## src/rtl/lftdb_pkg.sv

```systemverilog
// ----------------------------------------------------------------------------
// lftdb_pkg
// Shared types and constants for the latest-frame transmit double buffer.
// ----------------------------------------------------------------------------
package lftdb_pkg;

  localparam int FRAME_BYTES_DEF = 16;
  localparam int BANK_COUNT      = 3;

  typedef logic [1:0] sel_t;

  localparam sel_t ACTIVE_SEL_RST  = 2'd0;
  localparam sel_t PENDING_SEL_RST = 2'd1;
  localparam sel_t STAGING_SEL_RST = 2'd2;

  typedef enum logic {
    OP_SUBMIT = 1'b0,
    OP_TICK   = 1'b1
  } op_e;

  // Result fields other than the byte, which comes from the bank memory.
  typedef struct packed {
    logic        tx_valid;
    logic        frame_done;
    logic        busy;
    logic [31:0] frames_sent;
    logic [31:0] frames_overwritten;
  } meta_t;

endpackage

```

## src/rtl/latest_frame_tx_double_buffer.sv

```systemverilog
// ----------------------------------------------------------------------------
// latest_frame_tx_double_buffer
// Frame transmitter with staging, pending and active banks; newest frame wins.
// ----------------------------------------------------------------------------
//  channel | handshake                | payload                     | role
//  --------+--------------------------+-----------------------------+----------------------
//  in      | in_valid_i, in_stall_o   | operation_i, data_byte_i    | submit byte / UART tick
//  out     | out_valid_o, out_stall_i | tx_*_o, frame_done_o, busy_res_o, frames_*_o
//
// One request per clock while the output is not stalled; a request passes the
// bank RAM read stage, then the output register. Each request makes at most one
// access to the bank RAM. Reset clears selectors, indices, flags and counters;
// bank contents stay undefined and need no clearing pass. A stalled output holds
// in the output register while one more request waits in the read stage;
// in_stall_o rises only when both are occupied.
module latest_frame_tx_double_buffer
  import lftdb_pkg::*;
#(
  parameter int FrameBytes = FRAME_BYTES_DEF
) (
  input  logic        clk_i,
  input  logic        rst_ni,
  input  logic        in_valid_i,
  output logic        in_stall_o,
  input  logic        operation_i,
  input  logic [7:0]  data_byte_i,
  output logic        out_valid_o,
  input  logic        out_stall_i,
  output logic        tx_valid_o,
  output logic [7:0]  tx_byte_o,
  output logic        frame_done_o,
  output logic        busy_res_o,
  output logic [31:0] frames_sent_o,
  output logic [31:0] frames_overwritten_o
);

  localparam int Depth = BANK_COUNT * FrameBytes;
  localparam int AW    = (Depth > 1) ? $clog2(Depth) : 1;
  localparam int IW    = (FrameBytes > 1) ? $clog2(FrameBytes) : 1;

  localparam logic [IW-1:0] LastIdx = IW'(FrameBytes - 1);

  sel_t          act_sel_q, act_sel_d;
  sel_t          pend_sel_q, pend_sel_d;
  sel_t          stg_sel_q, stg_sel_d;
  logic [IW-1:0] send_idx_q, send_idx_d;
  logic [IW-1:0] fill_idx_q, fill_idx_d;
  logic          active_full_q, active_full_d;
  logic          pending_full_q, pending_full_d;
  logic [31:0]   sent_cnt_q, sent_cnt_d;
  logic [31:0]   ovw_cnt_q, ovw_cnt_d;

  logic          s1_valid_q, s1_valid_d;
  meta_t         s1_meta_q, s1_meta_d;
  logic          out_valid_q, out_valid_d;
  meta_t         out_meta_q;
  logic [7:0]    out_byte_q;

  logic          in_acc, s1_move, is_submit;
  logic          ram_we, ram_re;
  logic [AW-1:0] ram_waddr, ram_raddr;
  logic [7:0]    ram_rdata;

  function automatic logic [AW-1:0] bank_addr(sel_t sel, logic [IW-1:0] idx);
    return AW'(AW'(sel) * AW'(FrameBytes)) + AW'(idx);
  endfunction

  assign s1_move    = s1_valid_q && (!out_valid_q || !out_stall_i);
  assign in_stall_o = s1_valid_q && !s1_move;
  assign in_acc     = in_valid_i && !in_stall_o;
  assign is_submit  = (op_e'(operation_i) == OP_SUBMIT);

  always_comb begin
    act_sel_d      = act_sel_q;
    pend_sel_d     = pend_sel_q;
    stg_sel_d      = stg_sel_q;
    send_idx_d     = send_idx_q;
    fill_idx_d     = fill_idx_q;
    active_full_d  = active_full_q;
    pending_full_d = pending_full_q;
    sent_cnt_d     = sent_cnt_q;
    ovw_cnt_d      = ovw_cnt_q;
    ram_we         = 1'b0;
    ram_re         = 1'b0;
    ram_waddr      = bank_addr(stg_sel_q, fill_idx_q);
    ram_raddr      = bank_addr(act_sel_q, send_idx_q);
    s1_meta_d      = s1_meta_q;
    s1_meta_d.tx_valid   = 1'b0;
    s1_meta_d.frame_done = 1'b0;

    if (in_acc) begin
      if (is_submit) begin
        ram_we = 1'b1;
        if (fill_idx_q == LastIdx) begin
          fill_idx_d = '0;
          if (!active_full_q) begin
            stg_sel_d     = act_sel_q;
            act_sel_d     = stg_sel_q;
            active_full_d = 1'b1;
            send_idx_d    = '0;
          end else begin
            if (pending_full_q) begin
              ovw_cnt_d = ovw_cnt_q + 32'd1;
            end
            stg_sel_d      = pend_sel_q;
            pend_sel_d     = stg_sel_q;
            pending_full_d = 1'b1;
          end
        end else begin
          fill_idx_d = fill_idx_q + IW'(1);
        end
      end else if (active_full_q) begin
        ram_re             = 1'b1;
        s1_meta_d.tx_valid = 1'b1;
        if (send_idx_q == LastIdx) begin
          s1_meta_d.frame_done = 1'b1;
          sent_cnt_d = sent_cnt_q + 32'd1;
          send_idx_d = '0;
          if (pending_full_q) begin
            act_sel_d      = pend_sel_q;
            pend_sel_d     = act_sel_q;
            pending_full_d = 1'b0;
          end else begin
            active_full_d = 1'b0;
          end
        end else begin
          send_idx_d = send_idx_q + IW'(1);
        end
      end
      s1_meta_d.busy               = active_full_d || pending_full_d;
      s1_meta_d.frames_sent        = sent_cnt_d;
      s1_meta_d.frames_overwritten = ovw_cnt_d;
    end else begin
      s1_meta_d = s1_meta_q;
    end
  end

  always_comb begin
    if (in_acc) begin
      s1_valid_d = 1'b1;
    end else if (s1_move) begin
      s1_valid_d = 1'b0;
    end else begin
      s1_valid_d = s1_valid_q;
    end

    if (s1_move) begin
      out_valid_d = 1'b1;
    end else if (out_valid_q && !out_stall_i) begin
      out_valid_d = 1'b0;
    end else begin
      out_valid_d = out_valid_q;
    end
  end

  lftdb_ram #(
    .Width (8),
    .Depth (Depth)
  ) u_bank_ram (
    .clk_i   (clk_i),
    .we_i    (ram_we),
    .waddr_i (ram_waddr),
    .wdata_i (data_byte_i),
    .re_i    (ram_re),
    .raddr_i (ram_raddr),
    .rdata_o (ram_rdata)
  );

  always_ff @(posedge clk_i or negedge rst_ni) begin
    if (!rst_ni) begin
      act_sel_q      <= ACTIVE_SEL_RST;
      pend_sel_q     <= PENDING_SEL_RST;
      stg_sel_q      <= STAGING_SEL_RST;
      send_idx_q     <= '0;
      fill_idx_q     <= '0;
      active_full_q  <= 1'b0;
      pending_full_q <= 1'b0;
      sent_cnt_q     <= '0;
      ovw_cnt_q      <= '0;
      s1_valid_q     <= 1'b0;
      out_valid_q    <= 1'b0;
    end else begin
      act_sel_q      <= act_sel_d;
      pend_sel_q     <= pend_sel_d;
      stg_sel_q      <= stg_sel_d;
      send_idx_q     <= send_idx_d;
      fill_idx_q     <= fill_idx_d;
      active_full_q  <= active_full_d;
      pending_full_q <= pending_full_d;
      sent_cnt_q     <= sent_cnt_d;
      ovw_cnt_q      <= ovw_cnt_d;
      s1_valid_q     <= s1_valid_d;
      out_valid_q    <= out_valid_d;
    end
  end

  always_ff @(posedge clk_i) begin
    s1_meta_q <= s1_meta_d;
    if (s1_move) begin
      out_meta_q <= s1_meta_q;
      out_byte_q <= s1_meta_q.tx_valid ? ram_rdata : 8'd0;
    end
  end

  assign out_valid_o          = out_valid_q;
  assign tx_valid_o           = out_meta_q.tx_valid;
  assign tx_byte_o            = out_byte_q;
  assign frame_done_o         = out_meta_q.frame_done;
  assign busy_res_o           = out_meta_q.busy;
  assign frames_sent_o        = out_meta_q.frames_sent;
  assign frames_overwritten_o = out_meta_q.frames_overwritten;

`ifndef SYNTHESIS
  a_sel_perm: assert property (@(posedge clk_i) disable iff (!rst_ni)
    (act_sel_q != pend_sel_q) && (act_sel_q != stg_sel_q) && (pend_sel_q != stg_sel_q))
    else $error("bank selectors not distinct");

  a_pend_needs_act: assert property (@(posedge clk_i) disable iff (!rst_ni)
    pending_full_q |-> active_full_q)
    else $error("pending frame held without active frame");

  a_stall_only_full: assert property (@(posedge clk_i) disable iff (!rst_ni)
    in_stall_o |-> (s1_valid_q && out_valid_q))
    else $error("input stalled with free pipeline slot");

  a_done_has_byte: assert property (@(posedge clk_i) disable iff (!rst_ni)
    s1_valid_q && s1_meta_q.frame_done |-> s1_meta_q.tx_valid)
    else $error("frame end without a sent byte");

  a_ovw_cause: assert property (@(posedge clk_i) disable iff (!rst_ni)
    (ovw_cnt_d != ovw_cnt_q) |-> (in_acc && is_submit && pending_full_q && active_full_q))
    else $error("overwrite count changed without a replaced pending frame");
`endif

endmodule

```

## src/rtl/lftdb_ram.sv

```systemverilog
// ----------------------------------------------------------------------------
// lftdb_ram
// Generic RAM, one write port and one read port, registered read data.
// ----------------------------------------------------------------------------
module lftdb_ram #(
  parameter int Width = 8,
  parameter int Depth = 48,
  localparam int AW   = (Depth > 1) ? $clog2(Depth) : 1
) (
  input  logic             clk_i,
  input  logic             we_i,
  input  logic [AW-1:0]    waddr_i,
  input  logic [Width-1:0] wdata_i,
  input  logic             re_i,
  input  logic [AW-1:0]    raddr_i,
  output logic [Width-1:0] rdata_o
);

  logic [Width-1:0] mem_q [Depth];
  logic [Width-1:0] rdata_q;

  always_ff @(posedge clk_i) begin
    if (we_i) begin
      mem_q[waddr_i] <= wdata_i;
    end
    if (re_i) begin
      rdata_q <= mem_q[raddr_i];
    end
  end

  assign rdata_o = rdata_q;

endmodule

```

## config.mk

```make
export PLATFORM = sky130hd
export DESIGN_NAME = latest_frame_tx_double_buffer
export DESIGN_NICKNAME = d
export VERILOG_FILES = /design/src/rtl/lftdb_pkg.sv /design/src/rtl/latest_frame_tx_double_buffer.sv /design/src/rtl/lftdb_ram.sv
export SDC_FILE = /design/constraint.sdc
export NUM_CORES = 1
export LEC_CHECK = 0
export ABC_AREA = 1
export BUFFER_PORTS_ARGS = -buffer_cell sky130_fd_sc_hd__buf_2
export CORE_MARGIN = 10
export CORE_UTILIZATION = 33
export CTS_CLUSTER_SIZE = 28
export DETAILED_ROUTE_END_ITERATION = 8
export PLACE_DENSITY_LB_ADDON = 0.12
export REMOVE_ABC_BUFFERS = 1
export SYNTH_ARGS = -nofsm -noshare
export SYNTH_HDL_FRONTEND = slang
export SYNTH_SLANG_ARGS = --single-unit
```

## constraint.sdc

```tcl
create_clock -name clk_i -period 4 [get_ports clk_i]
set_input_delay 0.8 -clock clk_i [delete_from_list [all_inputs] [get_ports clk_i]]
set_output_delay 0.8 -clock clk_i [all_outputs]
set_load 0.1 [all_outputs]
```

==> report_table.html <==
<table>
<tr><th>Metric</th><th>Value</th></tr>
<tr><th colspan="2">STA</th></tr>
<tr><td>Worst slew margin relative to its limit</td><td>0.177</td></tr>
<tr><td>Setup repair after global routing missed its margin</td><td>false</td></tr>
<tr><td>Slew Limit Fails</td><td>0</td></tr>
<tr><td>Tcrit/Tclk final</td><td>0.785</td></tr>
<tr><td>Worst Hold Slack</td><td>260 ps</td></tr>
<tr><td>Highest Clock Rate</td><td>319 MHz</td></tr>
<tr><td>Slew at the pin closest to its max-slew limit</td><td>1230 ps</td></tr>
<tr><td>Hold Fails Final Rpt</td><td>0</td></tr>
<tr><td>Minimum clock period</td><td>3140 ps</td></tr>
<tr><td>Number of endpoints failing setup at the final stage</td><td>0</td></tr>
<tr><td>Worst clock skew on the final layout</td><td>16.8 ps</td></tr>
<tr><th colspan="2">Layout</th></tr>
<tr><td>Fraction of final layout cells with drive strength greater than 1</td><td>0.108</td></tr>
<tr><td>Number of diodes added for antenna fixing</td><td>0</td></tr>
<tr><td>Commonest cells after routing, fill and taps aside</td><td>737 x sky130_fd_sc_hd__nand2_1, 534 x sky130_fd_sc_hd__edfxtp_1, 232 x sky130_fd_sc_hd__nand3_1, 220 x sky130_fd_sc_hd__nor2_1, 108 x sky130_fd_sc_hd__o21ai_0</td></tr>
<tr><td>Area of all sequential standard cells</td><td>18,100 sq um</td></tr>
<tr><td>Syn-to-layout area delta</td><td>15.0%</td></tr>
<tr><td>Net count, final</td><td>2,428</td></tr>
<tr><td>Number of inserted filler cells in the final layout</td><td>7,445</td></tr>
<tr><td>Most common cell after layout, fill and taps aside</td><td>sky130_fd_sc_hd__nand2_1</td></tr>
<tr><td>Area of the multi-input gates</td><td>6640 sq um</td></tr>
<tr><td>Post-Layout Inst Area</td><td>29,400 sq um</td></tr>
<tr><th colspan="2">GRT</th></tr>
<tr><td>Maximum number of pins on one net before global-route repair</td><td>100</td></tr>
<tr><td>Total congestion overflow</td><td>0</td></tr>
<tr><td>GR Layer Usage met1</td><td>0.197</td></tr>
<tr><td>Global-route met3 utilization</td><td>0.0289</td></tr>
<tr><td>Vias in the first global route</td><td>17,200</td></tr>
<tr><td>GRT Resource Usage Total</td><td>0.150</td></tr>
<tr><td>Grt peak-use layer</td><td>met2</td></tr>
<tr><td>Antenna violations before repair</td><td>1</td></tr>
<tr><td>First-pass GRT wire length</td><td>104,000 microns</td></tr>
<tr><td>Met2 track utilization from global routing</td><td>0.245</td></tr>
<tr><th colspan="2">Clock tree</th></tr>
<tr><td>Clock input transition at the sequential cells of the worst setup and hold paths</td><td>60 ps</td></tr>
<tr><td>Clk Tree Root Cell</td><td>sky130_fd_sc_hd__clkbuf_16</td></tr>
<tr><td>Hold bufs inserted after CTS</td><td>0</td></tr>
<tr><td>CTS Buf Count</td><td>70</td></tr>
<tr><td>Number of H-tree levels</td><td>3</td></tr>
<tr><td>Total setup buffers inserted after CTS</td><td>0</td></tr>
<tr><td>Count of instances resized after the clock tree is built</td><td>0</td></tr>
<tr><td>CTS sink count</td><td>616</td></tr>
<tr><td>Insertion delay of the later-clocked pin in the worst-skew pair</td><td>600 ps</td></tr>
<tr><td>CTS tree</td><td>built</td></tr>
<tr><td>Number of buffers on the longest clock path</td><td>3</td></tr>
<tr><th colspan="2">Placement</th></tr>
<tr><td>Placed instance area</td><td>27,200 sq um</td></tr>
<tr><td>Routability-driven placement congestion ratio</td><td>0.836</td></tr>
<tr><td>Detail Placement HPWL</td><td>42,600 microns</td></tr>
<tr><td>Port buffer count</td><td>89</td></tr>
<tr><th colspan="2">Die</th></tr>
<tr><td>Ports placed on the boundary</td><td>90</td></tr>
<tr><td>Number of standard-cell rows in the floorplan</td><td>101</td></tr>
<tr><td>Chip width</td><td>298 microns</td></tr>
<tr><td>Core Box Area</td><td>76,300 sq um</td></tr>
<tr><td>Die Outline Area</td><td>89,000 sq um</td></tr>
<tr><td>Initial Util</td><td>0.335</td></tr>
<tr><td>Die span in y</td><td>298 microns</td></tr>
<tr><th colspan="2">Routing</th></tr>
<tr><td>Detailed-route wire length</td><td>67,700 microns</td></tr>
<tr><td>Vias post-DR</td><td>17,000</td></tr>
<tr><td>Number of optimization iterations in the first detailed-route pass</td><td>6</td></tr>
<tr><td>Residual DRC</td><td>0</td></tr>
<tr><td>Number of DRC violations after detailed-routing iteration 0</td><td>1,410</td></tr>
<tr><td>Wire length per cell</td><td>19.4 microns</td></tr>
<tr><td>Via density per instance</td><td>4.86</td></tr>
<tr><td>Count of antenna-violating nets left after detailed routing</td><td>0</td></tr>
<tr><th colspan="2">Setup path</th></tr>
<tr><td>Worst Reg2Reg Path Length in Cells</td><td>8</td></tr>
<tr><td>Data arrival time of the critical path</td><td>3370 ps</td></tr>
<tr><td>Ordered cell list for the critical path</td><td>nand2_1 -&gt; inv_1 -&gt; nand2_1 -&gt; nand2_2 -&gt; nor2_1 -&gt; buf_4 -&gt; nand4_1 -&gt; nor2_1</td></tr>
<tr><td>CP max-delay cell</td><td>sky130_fd_sc_hd__nor2_1</td></tr>
<tr><td>Critical path depth</td><td>8</td></tr>
<tr><td>Worst endpoint required time</td><td>4230 ps</td></tr>
<tr><td>Cell type group with the largest total delay on the critical path</td><td>simple AND/OR/NAND/NOR gates</td></tr>
<tr><td>Endpoint kind of the worst setup timing path</td><td>register</td></tr>
<tr><td>CP max stage delay</td><td>840 ps</td></tr>
<tr><td>Crit path buf inv count</td><td>2</td></tr>
<tr><td>Startpoint class of the critical path</td><td>register</td></tr>
<tr><td>Worst reg-to-reg setup slack</td><td>860 ps</td></tr>
<tr><td>Biggest fanout along the worst timing path</td><td>14</td></tr>
<tr><td>Startpoint-to-endpoint class of the critical path</td><td>reg2reg</td></tr>
<tr><th colspan="2">Yosys</th></tr>
<tr><td>Synthesis Warnings</td><td>0</td></tr>
<tr><td>Fraction of the yosys area taken by sequential cells</td><td>0.708</td></tr>
<tr><td>Cells after synthesis</td><td>2,311</td></tr>
<tr><td>Cell variety after synth</td><td>41</td></tr>
<tr><td>Area of the mapped netlist</td><td>25,600 sq um</td></tr>
<tr><td>Seq cells post-synth</td><td>616</td></tr>
<tr><td>Post-Syn Area per Cell</td><td>11.1 sq um</td></tr>
<tr><th colspan="2">Min path</th></tr>
<tr><td>HP Class</td><td>in2async</td></tr>
<tr><th colspan="2">Power</th></tr>
<tr><td>Cell Pwr Density</td><td>636 nW/um^2</td></tr>
<tr><td>IR Drop Worst-Case VDD</td><td>315 uV</td></tr>
<tr><td>Leak pwr</td><td>11.1 nW</td></tr>
<tr><th colspan="2">Run</th></tr>
<tr><td>Number of max-cap violations</td><td>0</td></tr>
<tr><th colspan="2">Run status</th></tr>
<tr><td>Status</td><td>complete, no violations</td></tr>
</table>
-- flip-flops by register name, summed over array words and instances (netlist names) --
name	flops
tx_valid_o	1
stg_sel_q	2
busy_res_o	1
out_valid_o	1
tx_byte_o	8
act_sel_q	2
active_full_q	1
send_idx_q	4
pending_full_q	1
frames_overwritten_o	32
s1_meta_q	67
u_bank_ram.rdata_o	8
u_bank_ram.mem_q	384
s1_valid_q	1
ovw_cnt_q	32
frame_done_o	1
pend_sel_q	2
sent_cnt_q	32
frames_sent_o	32
fill_idx_q	4
-- kinds of logic after synthesis --
logic type      Yosys count  share of synthesized area
simple gates           1282                      0.211
compound gates          177                     0.0371
xor+xnor                 27                    0.00984
buf+inv                 205                     0.0327
fa+ha+maj                 4                    0.00196
flops                   616                      0.708
-- synthesized netlist by cell type --
cell                       count  share of area
sky130_fd_sc_hd__o21bai_1      1        0.00029
sky130_fd_sc_hd__nor3_2        1        0.00039
sky130_fd_sc_hd__o21ai_1       8         0.0016
sky130_fd_sc_hd__inv_1       102          0.015
sky130_fd_sc_hd__buf_4         3        0.00088
sky130_fd_sc_hd__o31ai_1       1        0.00029
sky130_fd_sc_hd__xor2_2        1        0.00064
sky130_fd_sc_hd__a211oi_1      1        0.00029
sky130_fd_sc_hd__nor3_1       14         0.0027
sky130_fd_sc_hd__inv_2         3        0.00044
sky130_fd_sc_hd__buf_1        17         0.0025
sky130_fd_sc_hd__nand2_4       1        0.00044
sky130_fd_sc_hd__xnor2_1       3         0.0010
sky130_fd_sc_hd__and2_1       11         0.0027
sky130_fd_sc_hd__and3_1        1        0.00024
sky130_fd_sc_hd__clkbuf_1     35         0.0051
sky130_fd_sc_hd__o211ai_1     19         0.0056
sky130_fd_sc_hd__nor2_4        7         0.0031
sky130_fd_sc_hd__nor4_1        2        0.00049
sky130_fd_sc_hd__dfrtp_1      80          0.078
sky130_fd_sc_hd__edfxtp_1    534           0.63
sky130_fd_sc_hd__o21a_1        3        0.00088
sky130_fd_sc_hd__nand2_2       5         0.0012
sky130_fd_sc_hd__or2_2         2        0.00049
sky130_fd_sc_hd__nand3_2       1        0.00039
sky130_fd_sc_hd__nand2_1     737           0.11
sky130_fd_sc_hd__nand4_1      30         0.0073
sky130_fd_sc_hd__nand3_4       1        0.00069
sky130_fd_sc_hd__xnor2_2       1        0.00064
sky130_fd_sc_hd__buf_2        42         0.0082
sky130_fd_sc_hd__inv_4         1        0.00024
sky130_fd_sc_hd__ha_1          4         0.0020
sky130_fd_sc_hd__a21oi_1      36         0.0070
sky130_fd_sc_hd__dfstp_2       2         0.0021
sky130_fd_sc_hd__nand3_1     232          0.045
sky130_fd_sc_hd__clkinv_1      2        0.00029
sky130_fd_sc_hd__nor2_2        7         0.0017
sky130_fd_sc_hd__nor2_1      221          0.032
sky130_fd_sc_hd__nand3b_1      9         0.0026
sky130_fd_sc_hd__xor2_1       22         0.0075
sky130_fd_sc_hd__o21ai_0     108          0.021
-- report_power, final --
group | internal, mW | total [mW] | switching [mW]
Combinational | 1.10 | 4.73 | 3.63
Sequential | 7.47 | 7.85 | 0.381
Clock | 3.54 | 6.12 | 2.58
-- final cells by class --
type                       count  area share
sequential                   616       0.615
multi-input combinational   1490       0.226
clock buffer                  85      0.0637
tap                         1030      0.0438
timing repair buffer         125      0.0266
inverter                     108      0.0140
clock inverter                42      0.0105
-- final timing paths --
kind | startpoint | end
setup / recovery | out_valid_o | u_bank_ram.mem_q[6][3]
hold / removal | rst_ni | ovw_cnt_q[9]
setup reg to reg | out_valid_o | u_bank_ram.mem_q[6][3]
hold reg to reg | s1_meta_q[26] | frames_overwritten_o[26]
max in group asynchronous | rst_ni | stg_sel_q[1]
min in group clk_i | s1_meta_q[26] | frames_overwritten_o[26]
-- stage by stage --
step / setup WS (ps) / total power, mW / util / cells / TNS [ps]
finish: 862 / 18.7 / 0.385 / 3496 / 0
global route: 542 / 19.7 / 0.385 / 3496 / 0
CTS: 833 / 18.9 / 0.385 / 3496 / 0
detailed placement: 326 / 12.7 / 0.357 / 3369 / 0
global placement: 352 / 12.7 / 0.357 / 3369 / 0
floorplan: -3870 / 11.0 / - / 2214 / -160520
-- worst reg2reg max path, stage by stage (launching register included) --
cell and delay [ps]:
sky130_fd_sc_hd__dfrtp_1 370, sky130_fd_sc_hd__nand2_1 80, sky130_fd_sc_hd__inv_1 80, sky130_fd_sc_hd__nand2_1 120, sky130_fd_sc_hd__nand2_2 70, sky130_fd_sc_hd__nor2_1 290
sky130_fd_sc_hd__buf_4 260, sky130_fd_sc_hd__nand4_1 670, sky130_fd_sc_hd__nor2_1 840
-- layer usage --
layer / vias up / wire length (microns)
met5: - / 0
met4: 0 / 2020
met3: 128 / 3710
met2: 468 / 31800
met1: 8311 / 30200
li1: 8101 / -
No activity file was read; power rests on OpenSTA's default activity.
